$ cat src/design/dle_sfe_pkg.sv
// Shared types and constants for the DLE stuffed frame encoder.
// No dependencies; used by dle_sfe_run_builder and dle_stuffed_frame_encoder.
package dle_sfe_pkg;

   localparam int ByteWidth = 8;
   localparam int MaxRun    = 8;                 // most words one item can cause
   localparam int PtrWidth  = $clog2(MaxRun);
   localparam int CntWidth  = $clog2(MaxRun + 1);
   localparam int CsrIdxWidth = 1;

   localparam logic [ByteWidth-1:0] EscapeReset = 8'h10;
   localparam logic [ByteWidth-1:0] EndReset    = 8'h03;
   localparam logic [ByteWidth-1:0] AllOnes     = 8'hFF;

   localparam logic CMD_START = 1'b0;
   localparam logic CMD_DATA  = 1'b1;

   localparam logic [CsrIdxWidth-1:0] CSR_ESCAPE = 1'd0;
   localparam logic [CsrIdxWidth-1:0] CSR_END    = 1'd1;

   typedef struct packed {
      logic                 command;
      logic [ByteWidth-1:0] packet_id;
      logic [ByteWidth-1:0] payload_length;
      logic [ByteWidth-1:0] data_byte;
   } item_type;

   typedef struct packed {
      logic [ByteWidth-1:0] running_sum;
      logic [ByteWidth-1:0] bytes_left;
      logic                 frame_open;
   } frame_state_type;

   typedef struct packed {
      logic [MaxRun-1:0][ByteWidth-1:0] words;
      logic [CntWidth-1:0]              count;
      logic                             done;  // run ends with the end byte
      logic                             err;   // run is a sequence error
   } run_type;

endpackage

$ cat src/design/dle_sfe_run_builder.sv
// Combinational expansion of one item into its run of framed words.
// Depends on dle_sfe_pkg.
module dle_sfe_run_builder (
   input  dle_sfe_pkg::item_type        item,
   input  dle_sfe_pkg::frame_state_type cur,
   input  logic [7:0]                   escape_byte,
   input  logic [7:0]                   end_byte,
   output dle_sfe_pkg::run_type         run,
   output dle_sfe_pkg::frame_state_type nxt
);

   always_comb begin
      logic [dle_sfe_pkg::MaxRun-1:0]                         slot_en;
      logic [dle_sfe_pkg::MaxRun-1:0][dle_sfe_pkg::ByteWidth-1:0] slot_val;
      logic [dle_sfe_pkg::ByteWidth-1:0] sum_new;
      logic [dle_sfe_pkg::ByteWidth-1:0] left_new;
      logic [dle_sfe_pkg::ByteWidth-1:0] chk;
      logic                              trail;
      logic [dle_sfe_pkg::CntWidth-1:0]  pos;

      slot_en  = '0;
      slot_val = '0;
      nxt      = cur;
      run      = '0;
      sum_new  = '0;
      left_new = '0;
      chk      = '0;
      trail    = 1'b0;

      case (item.command)
         dle_sfe_pkg::CMD_START: begin
            sum_new = item.packet_id + item.payload_length;
            chk     = (sum_new ^ dle_sfe_pkg::AllOnes) + 8'd1;
            trail   = (item.payload_length == '0);
            slot_en = {trail, trail, trail, trail && (chk == escape_byte),
                       1'b1, item.payload_length == escape_byte, 1'b1, 1'b1};
            slot_val = {end_byte, escape_byte, chk, escape_byte,
                        item.payload_length, escape_byte, item.packet_id, escape_byte};
            run.done = trail;
            nxt.running_sum = sum_new;
            nxt.bytes_left  = item.payload_length;
            nxt.frame_open  = !trail;
         end
         dle_sfe_pkg::CMD_DATA: begin
            if (cur.frame_open) begin
               sum_new  = cur.running_sum + item.data_byte;
               left_new = cur.bytes_left - 8'd1;
               chk      = (sum_new ^ dle_sfe_pkg::AllOnes) + 8'd1;
               trail    = (left_new == '0);
               slot_en  = {2'b00, trail, trail, trail, trail && (chk == escape_byte),
                           1'b1, item.data_byte == escape_byte};
               slot_val = {16'h0000, end_byte, escape_byte, chk, escape_byte,
                           item.data_byte, escape_byte};
               run.done = trail;
               nxt.running_sum = sum_new;
               nxt.bytes_left  = left_new;
               nxt.frame_open  = !trail;
            end else begin
               // no open packet: single zero word flagged as error
               slot_en[0] = 1'b1;
               run.err    = 1'b1;
            end
         end
         default: ;
      endcase

      // pack enabled slots to the front
      pos = '0;
      for (int i = 0; i < dle_sfe_pkg::MaxRun; i++) begin
         if (slot_en[i]) begin
            run.words[pos[dle_sfe_pkg::PtrWidth-1:0]] = slot_val[i];
            pos = pos + 1'b1;
         end
      end
      run.count = pos;
   end

endmodule

$ cat src/design/dle_stuffed_frame_encoder.sv
// Top level of the DLE stuffed frame encoder: CSRs, frame state, run buffer
// and output register. Depends on dle_sfe_pkg and dle_sfe_run_builder.
//
//   Channel | Direction | Ports                                   | Moves
//   req     | in        | req_valid/ready, command, id, len, data | one item word
//   rsp     | out       | rsp_valid/ready, out_byte, flags        | one stream word
//   csr     | in        | csr_valid/ready, csr_index, csr_wdata   | one register word
//
// Each item expands into a run of 1..8 words, one word leaves per cycle unless rsp stalls.
// A data item makes 1-2 words (4-6 with the trailer); a start item 3-8.
// The output register is the bottleneck: a new item is taken in the same
// cycle the last word of the previous run moves into the output register.
// Reset is synchronous; it clears the frame state, the run and rsp_valid,
// and restores DLE=0x10, ETX=0x03. csr_ready is always high.
// A stall on rsp holds the run buffer, and req_ready drops unless the run is empty.
module dle_stuffed_frame_encoder (
   input  logic       clock,
   input  logic       reset,
   // item channel
   input  logic       req_valid,
   output logic       req_ready,
   input  logic       req_command,
   input  logic [7:0] req_packet_id,
   input  logic [7:0] req_payload_length,
   input  logic [7:0] req_data_byte,
   // stream channel
   output logic       rsp_valid,
   input  logic       rsp_ready,
   output logic [7:0] rsp_out_byte,
   output logic       rsp_last_of_run,
   output logic       rsp_frame_done,
   output logic       rsp_seq_error,
   // register channel
   input  logic       csr_valid,
   output logic       csr_ready,
   input  logic [dle_sfe_pkg::CsrIdxWidth-1:0] csr_index,
   input  logic [7:0] csr_wdata
);

   // CSRs
   logic [7:0] escape_ff, escape_in;
   logic [7:0] end_ff, end_in;

   // frame state
   dle_sfe_pkg::frame_state_type state_ff, state_in;

   // run buffer: words still to send for the current item
   logic [dle_sfe_pkg::MaxRun-1:0][7:0]   run_buf_ff, run_buf_in;
   logic [dle_sfe_pkg::PtrWidth-1:0]      run_ptr_ff, run_ptr_in;
   logic [dle_sfe_pkg::CntWidth-1:0]      run_left_ff, run_left_in;
   logic                                  run_done_ff, run_done_in;
   logic                                  run_err_ff, run_err_in;

   // output register
   logic       rsp_valid_ff, rsp_valid_in;
   logic [7:0] rsp_byte_ff, rsp_byte_in;
   logic       rsp_last_ff, rsp_last_in;
   logic       rsp_done_ff, rsp_done_in;
   logic       rsp_err_ff, rsp_err_in;

   dle_sfe_pkg::item_type        item;
   dle_sfe_pkg::run_type         run;
   dle_sfe_pkg::frame_state_type state_nxt;

   logic req_fire;
   logic out_load;
   logic run_final;

   assign item.command        = req_command;
   assign item.packet_id      = req_packet_id;
   assign item.payload_length = req_payload_length;
   assign item.data_byte      = req_data_byte;

   dle_sfe_run_builder u_builder (
      .item        (item),
      .cur         (state_ff),
      .escape_byte (escape_ff),
      .end_byte    (end_ff),
      .run         (run),
      .nxt         (state_nxt)
   );

   // output register takes a word whenever it is empty or being drained
   assign out_load  = (run_left_ff != '0) && (!rsp_valid_ff || rsp_ready);
   assign run_final = (run_left_ff == dle_sfe_pkg::CntWidth'(1));
   // next item enters as the last word of the run moves out
   assign req_ready = (run_left_ff == '0) || (run_final && out_load);
   assign req_fire  = req_valid && req_ready;
   assign csr_ready = 1'b1;

   always_comb begin
      escape_in = escape_ff;
      end_in    = end_ff;
      if (csr_valid && csr_ready) begin
         case (csr_index)
            dle_sfe_pkg::CSR_ESCAPE: escape_in = csr_wdata;
            dle_sfe_pkg::CSR_END:    end_in    = csr_wdata;
            default: ;
         endcase
      end
   end

   always_comb begin
      state_in    = state_ff;
      run_buf_in  = run_buf_ff;
      run_ptr_in  = run_ptr_ff;
      run_left_in = run_left_ff;
      run_done_in = run_done_ff;
      run_err_in  = run_err_ff;
      if (req_fire) begin
         state_in    = state_nxt;
         run_buf_in  = run.words;
         run_ptr_in  = '0;
         run_left_in = run.count;
         run_done_in = run.done;
         run_err_in  = run.err;
      end else if (out_load) begin
         run_ptr_in  = run_ptr_ff + 1'b1;
         run_left_in = run_left_ff - 1'b1;
      end
   end

   always_comb begin
      rsp_valid_in = rsp_valid_ff && !rsp_ready;
      rsp_byte_in  = rsp_byte_ff;
      rsp_last_in  = rsp_last_ff;
      rsp_done_in  = rsp_done_ff;
      rsp_err_in   = rsp_err_ff;
      if (out_load) begin
         rsp_valid_in = 1'b1;
         rsp_byte_in  = run_buf_ff[run_ptr_ff];
         rsp_last_in  = run_final;
         rsp_done_in  = run_final && run_done_ff;
         rsp_err_in   = run_final && run_err_ff;
      end
   end

   always_ff @(posedge clock) begin
      if (reset) begin
         escape_ff    <= dle_sfe_pkg::EscapeReset;
         end_ff       <= dle_sfe_pkg::EndReset;
         state_ff     <= '0;
         run_left_ff  <= '0;
         run_ptr_ff   <= '0;
         run_done_ff  <= 1'b0;
         run_err_ff   <= 1'b0;
         rsp_valid_ff <= 1'b0;
      end else begin
         escape_ff    <= escape_in;
         end_ff       <= end_in;
         state_ff     <= state_in;
         run_left_ff  <= run_left_in;
         run_ptr_ff   <= run_ptr_in;
         run_done_ff  <= run_done_in;
         run_err_ff   <= run_err_in;
         rsp_valid_ff <= rsp_valid_in;
      end
   end

   always_ff @(posedge clock) begin
      run_buf_ff  <= run_buf_in;
      rsp_byte_ff <= rsp_byte_in;
      rsp_last_ff <= rsp_last_in;
      rsp_done_ff <= rsp_done_in;
      rsp_err_ff  <= rsp_err_in;
   end

   assign rsp_valid       = rsp_valid_ff;
   assign rsp_out_byte    = rsp_byte_ff;
   assign rsp_last_of_run = rsp_last_ff;
   assign rsp_frame_done  = rsp_done_ff;
   assign rsp_seq_error   = rsp_err_ff;

   // every item leaves a non-empty run behind
   a_run_nonempty: assert property (@(posedge clock) disable iff (reset)
      req_fire |=> run_left_ff != '0)
      else $error("accepted item produced an empty run");

   a_run_bound: assert property (@(posedge clock) disable iff (reset)
      run_left_ff <= dle_sfe_pkg::CntWidth'(dle_sfe_pkg::MaxRun))
      else $error("run length exceeds buffer");

   // a packet is open exactly while payload words are still owed
   a_open_left: assert property (@(posedge clock) disable iff (reset)
      state_ff.frame_open == (state_ff.bytes_left != '0))
      else $error("frame_open and bytes_left disagree");

   a_done_last: assert property (@(posedge clock) disable iff (reset)
      rsp_valid && (rsp_frame_done || rsp_seq_error) |-> rsp_last_of_run)
      else $error("end or error word not last of run");

   a_err_zero: assert property (@(posedge clock) disable iff (reset)
      rsp_valid && rsp_seq_error |-> rsp_out_byte == '0 && !rsp_frame_done)
      else $error("error word carries data");

endmodule

$ cat config.mk
export PLATFORM = sky130hd
export DESIGN_NAME = dle_stuffed_frame_encoder
export DESIGN_NICKNAME = d
export VERILOG_FILES = /design/src/design/dle_sfe_pkg.sv /design/src/design/dle_sfe_run_builder.sv /design/src/design/dle_stuffed_frame_encoder.sv
export SDC_FILE = /design/constraint.sdc
export NUM_CORES = 1
export LEC_CHECK = 0
export BUFFER_PORTS_ARGS = -buffer_cell sky130_fd_sc_hd__buf_2
export CAP_MARGIN = 20
export CORE_MARGIN = 2
export CORE_UTILIZATION = 40
export DETAILED_ROUTE_END_ITERATION = 6
export PLACE_DENSITY = 0.53
export SYNTH_ARGS = -nofsm -noshare
export SYNTH_HDL_FRONTEND = slang
export SYNTH_SLANG_ARGS = --single-unit
$ cat constraint.sdc
create_clock -name clock -period 18.1 [get_ports clock]
set_input_delay 0.905 -clock clock [delete_from_list [all_inputs] [get_ports clock]]
set_output_delay 0.905 -clock clock [all_outputs]
set_load 0.01 [all_outputs]
# Word-level counts from Yosys, hierarchy flattened
# Cells that the tools add are included.
dict set report classes {
  n_eq_ne 6
  order_cmp 15
  n_bitwise 4
  n_reduce_logical 30
  n_mux 53
  add_sub_neg 14
}
# op n
set op_table {}
lappend op_table {{bitwise mux 64 bit} 7}
lappend op_table {{2-to-1 mux 64 bit} 7}
lappend op_table {{demux 8 bit (select 3 bit)} 7}
lappend op_table {{case mux 64 bit (2 select lines)} 1}
lappend op_table {{2-to-1 mux 8 bit} 9}
lappend op_table {{2-to-1 mux 48 bit} 1}
lappend op_table {{2-to-1 mux 4 bit} 9}
lappend op_table {{case mux 17 bit (2 select lines)} 1}
lappend op_table {{== test 8 bit} 4}
lappend op_table {{< comparator 3 x 4 -> 1 bit (second input constant)} 7}
lappend op_table {{adder 4 x 1 -> 4 bit (second input constant)} 6}
lappend op_table {{binary-select mux 8 bit (select 3 bit)} 1}
lappend op_table {{>= comparator 3 x 1 -> 1 bit (second input constant)} 6}
lappend op_table {{2-to-1 mux 17 bit} 1}
lappend op_table {{adder 8 x 1 -> 8 bit (second input constant)} 2}
lappend op_table {{adder 8 bit} 2}
lappend op_table {{logical NOT 8 bit} 2}
lappend op_table {{NOT 8 bit} 2}
lappend op_table {{case mux 8 bit (2 select lines)} 1}
lappend op_table {{logical AND 1 bit} 15}
lappend op_table {{subtractor 8 x 1 -> 8 bit (second input constant)} 1}
lappend op_table {{2-to-1 mux 1 bit} 6}
lappend op_table {{AND reduction 2 bit} 3}
lappend op_table {{2-to-1 mux 5 bit} 1}
lappend op_table {{15 further kinds} 20}
dict set report word_totals {
  out_inout_bits 14
  input_bits 39
  wordCells 144
  regBits 118
}

# Longest topological paths before layout
# Gate-level depths: netlist of the first run.
dict set report depth {
  ltp_word 26
  depth_mapped 27
  mapped_depth_nobuf 25
}

# Hierarchy
# A second synthesis of the first run with hierarchy kept.
dict set report unflattened {
  hier_cells 1246
  hier_area_um2 10664.0
}
# mod area_each_um2 instances cells_per_inst seq_area_each_um2
set by_module_without_submodules {}
lappend by_module_without_submodules {dle_sfe_run_builder 6144.6 1 930 0.0}
lappend by_module_without_submodules {dle_stuffed_frame_encoder 4519.3 1 316 3113.0}

# Least setup slack after synthesis of the first run
# No wires, ideal clock.
dict set report synth_path {
  kind {input-to-reg}
  startpoint {input port req_data_byte[0]}
  endpoint {register run_buf_ff[55] in the netlist's numbering (data pin)}
  slack_ns 10.344
  cell_stages 26
  required_time_ns 17.826
  n_path_buf 2
  setup_time_ns 0.274
  arrival_ns 7.482
  path_cell_list {ha_1 > fa_1 > a211o_1 > a21o_1 > a311oi_2 > xor3_1 > a211oi_1 > o2111ai_1 > o21ai_1 > inv_1 > fa_1 > clkinv_1 > ha_1 > mux2i_1 > clkinv_1 > ha_1 > mux2i_1 > inv_1 > ha_1 > xnor3_2 > nor2b_1 > buf_2 > buf_2 > a21oi_1 > a21boi_1 > a31oi_1}
}
# element line_no
set synth_rtl {}
lappend synth_rtl {{start: declaration} dle_stuffed_frame_encoder.sv:25} ;# input logic [7:0] req_data_byte,
lappend synth_rtl {{end signal: assignment} dle_stuffed_frame_encoder.sv:161} ;# run_buf_ff <= run_buf_in;
lappend synth_rtl {{end: declaration} dle_stuffed_frame_encoder.sv:48} ;# logic [dle_sfe_pkg::MaxRun-1:0][7:0] run_buf_ff, run_buf_in;

==> metrics.csv, run 1 <==
stage,metric,value,unit
placed_design,Port Buffer Count,51,
logic_synthesis,Post-synth top cells,"nand2_1, a21oi_1, o21ai_0, edfxtp_1, nor2_1",
worst_setup_path,WP data arrival,8.87,ns
sta,final hold slack,0.461,ns
worst_setup_path,startpoint types,input port,
die,core area,25000,µm²
placed_design,Cells after DPL,1533,
logic_synthesis,post-synthesis sequential area ratio,0.308,
die,Die ar.,26600,µm²
clock_tree,clock root buffer master,clkbuf_16,
power_and_ir_drop,Total Power,1.34,mW
outcome,status,finished clean,
drt,DRC viols,0,
drt,Detailed Routing Iterations Pass 1,5,
logic_synthesis,syn nets,1286,
worst_setup_path,CP dominant cell by count,ha_1,
die,number of I/O pins,53,
sta,"Hold Vio Cnt, Final",0,
placed_design,placed cell areas,10600,µm²
worst_hold_path,Hold Path Class,reg2reg,
die,Cell Rows,58,
sta,"Slew Viols, Final",0,
placed_design,GP Congestion,0.970,
logic_synthesis,dominant synthesized flop cell,edfxtp_1,
worst_setup_path,worst-path maximum fanout,25,
drt,Initial DRC Count,927,
placed_design,Setup WS pre-CTS,9.11,ns
cells_and_area,nets@finish,1293,
power_and_ir_drop,Sw Share,0.375,
global_routing,Tot GR Track Use,0.281,
die,Starting Density,0.404,
global_routing,GR Overflow Total,0,
power_and_ir_drop,Internal,0.836,mW
clock_tree,CTS H-tree lvls,4,
drt,DR WL/cell,23.5,µm
sta,fmax,115,MHz
power_and_ir_drop,peak supply drop,0.0665,mV
logic_synthesis,Netlist cell types,90,
worst_setup_path,Worst setup EP type,flop,
power_and_ir_drop,Gate power share,0.403,
logic_synthesis,Mapped Cells,1216,
logic_synthesis,largest area contributor in the netlist,edfxtp_1,
global_routing,initial antenna violation count,0,
power_and_ir_drop,PwrDens,119,nW/µm²
worst_setup_path,critical path's slowest cell,or2_1,
worst_setup_path,Critical path origin,req_data_byte[0],
worst_setup_path,largest stage delay on the critical path,0.75,ns
cells_and_area,Seq. cell area,3110,µm²
clock_tree,Worst-path clk slew,0.06,ns
worst_hold_path,Hold Crit Depth,2,
logic_synthesis,Yosys reg bits,118,
sta,final setup fails,0,
drt,Antenna Violating Nets Remaining,0,
worst_setup_path,family with the most delay on the worst path,adder cells,
cells_and_area,P&R area growth vs syn,11.1,%
clock_tree,Post-CTS Resized,0,
sta,Setup TNS Final,0,ns
sta,skew final,0.0155,ns
logic_synthesis,Ys Warns,0,
worst_setup_path,Setup CP Type,in2reg,
clock_tree,CTS Hold Bufs,0,
worst_setup_path,"Data required, critical path",18.24,ns
die,Die Height,163,µm
worst_setup_path,number of cells on the critical path,25,
cells_and_area,design area,11200,µm²
logic_synthesis,number of synthesized flops with an enable pin,75,
cells_and_area,antenna fix cells,0,
clock_tree,CTS tree,done,
sta,worst slew pin tran,1.24,ns
cells_and_area,Multi-input gate area,6520,µm²
clock_tree,total CTS buffers,17,
power_and_ir_drop,Lkg Pwr,4.13,nW
logic_synthesis,share of the synthesized area in the top cell type,0.223,
placed_design,post-DP HPWL,26200,µm
logic_synthesis,syn avg cell area,8.32,µm²
logic_synthesis,Synth async-reset ratio,0,
logic_synthesis,Mapped Area,10100,µm²
power_and_ir_drop,switching power total,0.502,mW
worst_setup_path,FF-to-FF setup slack,9.67,ns
logic_synthesis,leading post-synthesis cells by cell area,"edfxtp_1, dfxtp_1, nand2_1",
sta,Setup WS post-layout,9.37,ns
clock_tree,clock tree buffer depth,2,
logic_synthesis,most numerous cell in the Yosys netlist,nand2_1,
power_and_ir_drop,clock network fraction of design power,0.277,
worst_setup_path,Worst Setup EP,run_buf_ff[33],
drt,Routed WL,36700,µm
sta,RSZ-0062 raised after global routing,no,
global_routing,largest net degree at the start of global routing,82,
drt,DR vias/cell,6.25,
global_routing,number of global-route vias before repair,9168,
cells_and_area,Final Instance Count excl. Fillers,1566,
cells_and_area,final core utilization,0.449,
worst_setup_path,r2r endpoint,run_buf_ff[33],
worst_setup_path,"Buf+Inv Stages, Crit Path",5,
cells_and_area,fillers,2520,
worst_setup_path,depth of the worst register-to-register path,24,
clock_tree,Clock Latency Late Sink,0.43,ns
drt,via count,9787,
power_and_ir_drop,Sequential Power Share,0.320,
worst_setup_path,RR Startpoint,state_ff[9],
sta,min Tclk post-route,8.73,ns
global_routing,first-pass GRT wire length,56100,µm
cells_and_area,share of cells above drive strength 1,0.135,
sta,relative slew slack,0.176,
clock_tree,Setup Buffers After CTS,0,
clock_tree,clk sinks,118,
job,Max Cap Violations,0,
die,die width,163,µm
sta,final critical-path share of the clock period,0.482,
worst_hold_path,hold path start,run_err_ff,
-- layout by cell type, fill, tap and decap left out, drive strengths merged, types with 9 or more instances in the layout --
master,instances
nand2,158
a21oi,115
o21ai,101
edfxtp,75
nor2,75
buf,71
nand3,48
dfxtp,43
xnor2,38
inv,38
o22ai,35
xor2,29
mux2i,28
a31oi,28
ha,28
nor3,24
a22oi,20
nand2b,20
o221ai,19
a21o,18
clkbuf,18
a211oi,17
mux4,16
nor2b,13
or3,12
a32oi,10
or2,10
o21a,9
and3,9
-- worst register-to-register path, cell delays in order (launching register included) --
cell and delay (ns):
dfxtp_1 0.32, ha_1 0.22, fa_1 0.41, a211o_1 0.33, a21o_1 0.18, a311oi_2 0.50, xor3_1 0.41, a211oi_1 0.22
o2111ai_1 0.19, o21ai_1 0.49, inv_1 0.12, fa_1 0.56, clkinv_1 0.22, ha_1 0.35, mux2i_1 0.45, clkinv_1 0.39
ha_1 0.43, mux2i_1 0.31, inv_1 0.14, ha_1 0.24, xnor3_2 0.51, or2_1 0.76, nor2_1 0.09, a31oi_1 0.18
a22oi_1 0.10
-- power by group through the flow --
stage	Sequential, mW	Clock (mW)	Combinational, mW
final	0.428	0.371	0.540
after global routing	0.436	0.387	0.600
after CTS	0.428	0.376	0.539
after detailed placement	0.434	0	0.537
after global placement	0.434	0	0.533
after floorplan	0.423	0	0.403
-- flip-flops by register name, indices dropped and copies added (netlist names) --
name and cells:
run_buf_ff 64, state_ff 17, rsp_out_byte 8, run_done_ff 1
run_left_ff 4, rsp_seq_error 1, run_ptr_ff 3, run_err_ff 1
escape_ff 8, rsp_frame_done 1, rsp_valid 1, rsp_last_of_run 1
end_ff 8
-- cell type report --
type / count / share of cell area
tap: 330 / 0.0368
inverter: 38 / 0.0128
multi-input combinational: 977 / 0.581
sequential: 118 / 0.277
clock inverter: 14 / 0.0177
timing repair buffer: 71 / 0.0364
clock buffer: 18 / 0.0382
-- per-layer routing --
layer / part of all wire / global-route usage
met1: 0.43 / 0.384
met2: 0.44 / 0.429
met3: 0.083 / 0.0530
met4: 0.046 / 0.131
met5: 0 / 0
-- kinds of logic after synthesis --
logic type               count (synthesis)  share of synthesized area
AO/OA/AOI/OAI                          423                      0.268
XOR/XNOR                                73                     0.0739
adder cells (fa/ha/maj)                 31                     0.0406
buffers and inverters                  121                     0.0497
flip-flops                             118                      0.308
multiplexers                            52                     0.0723
other                                    1                   0.000371
AND/OR/NAND/NOR                        397                      0.188
-- worst min path at each step --
stage	endpoint	slack (ns)
5_1_grt	run_err_ff	0.50
6_report	run_err_ff	0.46
4_1_cts	run_err_ff	0.47
3_5_place_dp	run_err_ff	0.46
2_1_floorplan	run_err_ff	0.43
3_3_place_gp	run_err_ff	0.45
(Power assumes the default switching activity.)
==> inputs of run 2 (changes only) <==
- ABC_AREA: unset -> 1
- PLACE_DENSITY: 0.53 -> 0.55
- clock period: 18.1 -> 7.7 ns (I/O delays scaled with it)
==> metrics.csv, run 2 <==
stage,metric,value,unit,change
cells_and_area,Final Instance Count excl. Fillers,2045,,+31%
logic_synthesis,post-synthesis sequential area ratio,0.290,,-0.0180
placed_design,Port Buffer Count,51,,unchanged
drt,Detailed Routing Iterations Pass 1,7,,+2
die,Cell Rows,59,,+1.7%
global_routing,number of global-route vias before repair,10600,,+16%
worst_setup_path,critical path's slowest cell,fa_1,,
logic_synthesis,Ys Warns,0,,unchanged
clock_tree,clk sinks,118,,unchanged
worst_setup_path,startpoint types,flop,,
outcome,status,"finished, violations left",,
global_routing,GR Overflow Total,0,,unchanged
logic_synthesis,dominant synthesized flop cell,edfxtp_1,,
worst_hold_path,Hold Path Class,in2reg,,
worst_setup_path,FF-to-FF setup slack,1.11,ns,-8.56 ns
clock_tree,Clock Latency Late Sink,0.42,ns,about the same
drt,via count,11900,,+22%
cells_and_area,Top reg by flops,run_buf_ff,,
logic_synthesis,mux cell area share after synthesis,0.000932,,-0.0713
sta,min Tclk post-route,6.59,ns,
logic_synthesis,Post-Synth XOR/XNOR Area,0.0106,,-0.0633
worst_setup_path,"Data required, critical path",8.01,ns,-10.23 ns
clock_tree,CTS H-tree lvls,4,,unchanged
worst_hold_path,Hold Crit Depth,3,,+1
global_routing,Tot GR Track Use,0.305,,+0.0242
logic_synthesis,leading post-synthesis cells by cell area,"edfxtp_1, nand2_1, dfxtp_1",,
job,Max Cap Violations,0,,unchanged
logic_synthesis,Post-synth top cells,"nand2_1, inv_1, nor2_1, o21ai_0, nand3_1",,
cells_and_area,P&R area growth vs syn,10.2,%,
logic_synthesis,most numerous cell in the Yosys netlist,nand2_1,,
sta,"Hold Vio Cnt, Final",0,,unchanged
cells_and_area,Largest regs,"run_buf_ff (64), state_ff (17)",,
global_routing,initial antenna violation count,0,,unchanged
logic_synthesis,post-synthesis compound-gate area fraction,0.216,,-0.0522
logic_synthesis,share of the synthesized area in the top cell type,0.210,,-0.0130
worst_setup_path,RR Startpoint,state_ff[9],,
logic_synthesis,number of synthesized flops with an enable pin,75,,unchanged
sta,Setup TNS Final,0,ns,unchanged
placed_design,Cells after DPL,2012,,+31%
cells_and_area,share of cells above drive strength 1,0.0988,,-0.0363
sta,skew final,0.0128,ns,-0.00265 ns
worst_hold_path,worst-case hold path end point,escape_ff[4],,
sta,relative slew slack,0.365,,+0.189
drt,Routed WL,43200,µm,+18%
logic_synthesis,area share of fa/ha/maj cells after synthesis,0.0382,,-0.00237
die,die width,168,µm,+3.0%
logic_synthesis,Netlist cell types,55,,-39%
cells_and_area,"commonest non-fill, non-tap cells in the layout","nand2_1, inv_1, nor2_1",,
worst_setup_path,Worst setup EP type,flop,,
power_and_ir_drop,PwrDens,257,nW/µm²,+120%
clock_tree,total CTS buffers,17,,unchanged
logic_synthesis,syn nets,1748,,+36%
placed_design,post-DP HPWL,33200,µm,+27%
clock_tree,Setup Buffers After CTS,0,,unchanged
die,core area,26200,µm²,+4.7%
clock_tree,Worst-path clk slew,0.07,ns,about the same
drt,Antenna Violating Nets Remaining,0,,unchanged
drt,DRC viols,1,,+1
drt,DR vias/cell,5.83,,-6.7%
worst_setup_path,largest stage delay on the critical path,0.64,ns,-0.11 ns
clock_tree,clock tree buffer depth,2,,unchanged
sta,final critical-path share of the clock period,0.856,,
logic_synthesis,Mapped Area,10700,µm²,+6.2%
clock_tree,clock root buffer master,clkbuf_16,,
cells_and_area,nets@finish,1767,,+37%
outcome,failing checks,design-rule violations,,
sta,"Slew Viols, Final",0,,unchanged
placed_design,GP Congestion,0.980,,+1.1%
cells_and_area,antenna fix cells,0,,unchanged
global_routing,first-pass GRT wire length,65400,µm,+17%
worst_setup_path,Setup CP Type,reg2reg,,
worst_setup_path,depth of the worst register-to-register path,37,,+54%
worst_setup_path,WP data arrival,6.91,ns,-1.96 ns
logic_synthesis,largest area contributor in the netlist,edfxtp_1,,
logic_synthesis,syn avg cell area,6.40,µm²,-23%
clock_tree,CTS Hold Bufs,0,,unchanged
die,Starting Density,0.410,,+0.00594
cells_and_area,final core utilization,0.451,,+0.00289
power_and_ir_drop,Total Power,3.04,mW,+130%
power_and_ir_drop,Lkg Pwr,5.30,nW,+28%
logic_synthesis,main combinational cell family by area after synthesis,simple AND/OR/NAND/NOR gates,,
drt,Initial DRC Count,1875,,+100%
worst_setup_path,r2r endpoint,run_left_ff[3],,
clock_tree,CTS tree,done,,
sta,worst slew pin tran,0.949,ns,-0.287 ns
cells_and_area,"commonest non-fill, non-tap cell in the layout",nand2_1,,
die,Die Height,168,µm,+3.0%
worst_setup_path,worst-path maximum fanout,23,,-8.0%
die,number of I/O pins,53,,unchanged
worst_hold_path,hold path start,csr_wdata[4],,
logic_synthesis,Yosys reg bits,118,,unchanged
sta,fmax,152,MHz,
global_routing,largest net degree at the start of global routing,69,,-16%
die,Die ar.,28200,µm²,+6.1%
sta,RSZ-0062 raised after global routing,no,,
logic_synthesis,Simple-Gate Fraction of Synth Area,0.341,,+0.153
logic_synthesis,Synth async-reset ratio,0,,unchanged
power_and_ir_drop,peak supply drop,0.127,mV,+91%
logic_synthesis,Mapped Cells,1678,,+38%
sta,final setup fails,0,,unchanged
drt,DR WL/cell,21.1,µm,-9.9%
cells_and_area,Largest register FFs,64,,unchanged
clock_tree,Post-CTS Resized,0,,unchanged
worst_setup_path,CP dominant cell by count,nand2_1,,
-- run 2: per-stage QoR --
step	cell area [µm²]	hold slack, ns	setup slack (ns)
floorplan	10700	0.438	2.08
global placement	11200	0.465	1.11
detailed placement	11200	0.476	0.965
CTS	11800	0.204	1.19
global route	11800	0.219	0.597
finish	11800	0.210	1.11
-- run 2: cell type report --
class                      instances  area, µm²
fill                            2747      14400
multi-input combinational       1284       6510
sequential                       118       3110
inverter                         208        781
clock buffer                      25        549
tap                              335        419
timing repair buffer              68        403
clock inverter                     7       53.8
-- run 2: how the worst max path moves through the flow --
| stage | start | depth (start not counted) | to |
|---|---|---|---|
| floorplan | req_data_byte[0] | 36 | run_buf_ff[21] |
| global placement | req_data_byte[0] | 38 | run_left_ff[3] |
| detailed placement | req_data_byte[0] | 38 | run_left_ff[3] |
| CTS | state_ff[9] | 37 | run_left_ff[3] |
| global route | state_ff[9] | 38 | run_left_ff[3] |
| finish | state_ff[9] | 37 | run_left_ff[3] |
-- run 2: worst max-delay path: cells and delay by family, from the launching register on --
| kind | cells | cell delay (ns) |
|---|---|---|
| AO/OA/AOI/OAI | 1 | 0.07 |
| adder cells (fa/ha/maj) | 7 | 2.41 |
| buffers and inverters | 8 | 1.00 |
| flip-flops | 1 | 0.31 |
| AND/OR/NAND/NOR | 21 | 2.67 |
-- run 2: kinds of logic after synthesis --
kind of cell               count (synthesis)
buffers and inverters                    276
and+or+nand+nor                          842
DFF                                      118
muxes                                      1
xor gates and xnor gates                  13
other                                      1
AOI/OAI and AO/OA                        396
adders and majority gates                 31
-- run 2: routing by layer --
metal / track usage / wire length (µm) / up-vias
li1: - / - / 5712
met1: 0.447 / 19600 / 5502
met2: 0.463 / 18700 / 634
met3: 0.0386 / 3600 / 77
met4: 0.101 / 1390 / 0
met5: 0 / 0 / -
-- run 2: report_power, final --
part | switching (mW) | total, mW | internal, mW | leakage, nW
Clock | 0.326 | 0.825 | 0.499 | 0.296
Combinational | 0.881 | 1.25 | 0.372 | 3.93
Sequential | 0.0686 | 0.962 | 0.893 | 1.07
==> inputs of run 3 (changes only) <==
- CELL_PAD_IN_SITES_DETAIL_PLACEMENT: unset -> 0
- CELL_PAD_IN_SITES_GLOBAL_PLACEMENT: unset -> 2
- CORE_UTILIZATION: 40 -> 32
- PLACE_DENSITY: 0.55 -> 0.76
==> metrics.csv, run 3 (same netlist as run 2, synthesis figures left out) <==
stage,metric,value,unit,change
outcome,status,finished clean,,
clock_tree,clk sinks,118,,unchanged
global_routing,Tot GR Track Use,0.262,,-0.0431
clock_tree,clock root buffer master,clkbuf_16,,
sta,fmax,151,MHz,-0.46%
drt,Routed WL,45800,µm,+5.8%
cells_and_area,P&R area growth vs syn,10.8,%,
cells_and_area,final core utilization,0.357,,-0.0940
cells_and_area,share of cells above drive strength 1,0.0971,,-0.00170
worst_setup_path,WP data arrival,6.86,ns,-0.05 ns
cells_and_area,nets@finish,1766,,-0.057%
worst_setup_path,CP dominant cell by count,nand2_1,,
global_routing,first-pass GRT wire length,70000,µm,+6.9%
power_and_ir_drop,Gate power share,0.423,,+0.011
placed_design,Port Buffer Count,51,,unchanged
power_and_ir_drop,PwrDens,252,nW/µm²,-2.0%
worst_setup_path,Worst setup EP type,flop,,
global_routing,GR Overflow Total,0,,unchanged
die,number of I/O pins,53,,unchanged
sta,skew final,0.0171,ns,+0.00429 ns
power_and_ir_drop,Sequential Power Share,0.321,,+0.005
worst_hold_path,Hold Path Class,in2reg,,
worst_setup_path,r2r endpoint,run_buf_ff[55],,
power_and_ir_drop,switching power total,1.26,mW,-0.96%
placed_design,Setup WS pre-CTS,0.953,ns,-0.0118 ns
cells_and_area,antenna fix cells,0,,unchanged
power_and_ir_drop,Sw Share,0.422,,+0.00228
power_and_ir_drop,peak supply drop,0.155,mV,+22%
global_routing,largest net degree at the start of global routing,68,,-1.4%
cells_and_area,Largest register FFs,64,,unchanged
worst_setup_path,largest stage delay on the critical path,0.63,ns,about the same
drt,Detailed Routing Iterations Pass 1,5,,-2
die,die width,187,µm,+12%
clock_tree,Setup Buffers After CTS,0,,unchanged
drt,Antenna Violating Nets Remaining,0,,unchanged
sta,final setup fails,0,,unchanged
clock_tree,CTS Hold Bufs,0,,unchanged
sta,final hold slack,0.186,ns,-0.0235 ns
worst_hold_path,hold path start,csr_wdata[4],,
worst_setup_path,"Data required, critical path",7.94,ns,-0.07 ns
drt,Initial DRC Count,1361,,-27%
drt,DR vias/cell,5.34,,-8.5%
drt,via count,11500,,-3.5%
clock_tree,Post-CTS Resized,0,,unchanged
power_and_ir_drop,clock network fraction of design power,0.257,,-0.014
sta,"Slew Viols, Final",0,,unchanged
worst_setup_path,FF-to-FF setup slack,1.08,ns,-0.03 ns
clock_tree,Worst-path clk slew,0.06,ns,about the same
sta,relative slew slack,0.307,,-0.0583
cells_and_area,design area,11900,µm²,+0.55%
placed_design,placed cell areas,11300,µm²,+1.3%
sta,Setup TNS Final,0,ns,unchanged
worst_setup_path,startpoint types,flop,,
power_and_ir_drop,Internal,1.73,mW,-1.9%
cells_and_area,"commonest non-fill, non-tap cell in the layout",nand2_1,,
clock_tree,Clock Latency Late Sink,0.44,ns,+0.02 ns
clock_tree,total CTS buffers,17,,unchanged
global_routing,number of global-route vias before repair,11000,,+3.8%
worst_setup_path,Worst Setup EP,run_buf_ff[55],,
die,Die Height,187,µm,+12%
cells_and_area,Largest regs,"run_buf_ff (64), state_ff (17)",,
clock_tree,CTS tree,done,,
die,core area,33300,µm²,+27%
placed_design,post-DP HPWL,35600,µm,+7.3%
die,Cell Rows,67,,+14%
worst_setup_path,critical path's slowest cell,fa_1,,
die,Starting Density,0.323,,-0.0871
sta,"Hold Vio Cnt, Final",0,,unchanged
placed_design,GP Congestion,0.925,,-5.7%
power_and_ir_drop,Lkg Pwr,5.26,nW,-0.63%
die,Die ar.,35000,µm²,+24%
clock_tree,CTS H-tree lvls,4,,unchanged
clock_tree,clock tree buffer depth,2,,unchanged
worst_setup_path,Setup CP Type,reg2reg,,
sta,min Tclk post-route,6.62,ns,+0.0308 ns
sta,final critical-path share of the clock period,0.860,,+0.00400
worst_setup_path,RR Startpoint,state_ff[9],,
worst_setup_path,worst-path maximum fanout,22,,-4.3%
job,Max Cap Violations,0,,unchanged
cells_and_area,"commonest non-fill, non-tap cells in the layout","nand2_1, inv_1, nor2_1",,
global_routing,initial antenna violation count,0,,unchanged
worst_setup_path,depth of the worst register-to-register path,35,,-5.4%
sta,RSZ-0062 raised after global routing,no,,
drt,DR WL/cell,21.2,µm,+0.32%
sta,Setup WS post-layout,1.08,ns,-0.0308 ns
cells_and_area,Top reg by flops,run_buf_ff,,
sta,worst slew pin tran,1.03,ns,+0.0801 ns
worst_setup_path,Critical path origin,state_ff[9],,
drt,DRC viols,0,,-1
run 3: cell count changes in the layout (fill, tap and decap cells not counted), moves of 2 or more:
cell,delta
clkbuf_1,+2
clkbuf_16,-2
clkbuf_8,-2
clkinv_2,+4
clkinv_4,-3
run 3: metrics by stage:
stage	cells	power [mW]
floorplan	1678	1.82
global placement	2125	2.24
detailed placement	2125	2.23
CTS	2157	3.00
global route	2157	3.20
finish	2157	2.99
run 3: worst min path at each step:
stage	to	cells past startpoint
2_1_floorplan	run_err_ff	2
3_3_place_gp	run_done_ff	2
3_5_place_dp	run_done_ff	2
4_1_cts	escape_ff[4]	3
5_1_grt	end_ff[1]	3
6_report	escape_ff[4]	3
run 3: power by group through the flow:
stage / registers, mW / clock network [mW] / logic [mW]
floorplan: 0.973 / 0 / 0.851
global placement: 0.973 / 0 / 1.26
detailed placement: 0.973 / 0 / 1.26
CTS: 0.961 / 0.774 / 1.27
global route: 0.978 / 0.803 / 1.42
finish: 0.961 / 0.769 / 1.27
run 3: per-layer routing:
| layer | GRT usage | vias to the layer above | wire length (µm) | part of all wire |
|---|---|---|---|---|
| met5 | 0 | - | 0 | 0 |
| met4 | 0.0772 | 0 | 1230 | 0.027 |
| met3 | 0.0396 | 61 | 2660 | 0.058 |
| met2 | 0.407 | 408 | 19800 | 0.43 |
| met1 | 0.373 | 5328 | 22000 | 0.48 |
| li1 | - | 5712 | - | - |
run 3: critical path: cells and delay by family (launching register included):
family | cells | cell delay [ns]
DFF | 1 | 0.32
buffers and inverters | 7 | 0.87
adders and majority gates | 7 | 2.51
and+or+nand+nor | 18 | 2.20
AOI/OAI and AO/OA | 3 | 0.50
run 3: area by class of cell:
cell class / count / area (µm²)
Tap cell: 448 / 561
Clock buffer: 23 / 479
Timing Repair Buffer: 67 / 375
Fill cell: 3689 / 21400
Sequential cell: 118 / 3110
Clock inverter: 9 / 75.1
Inverter: 208 / 781
Multi-Input combinational cell: 1284 / 6510
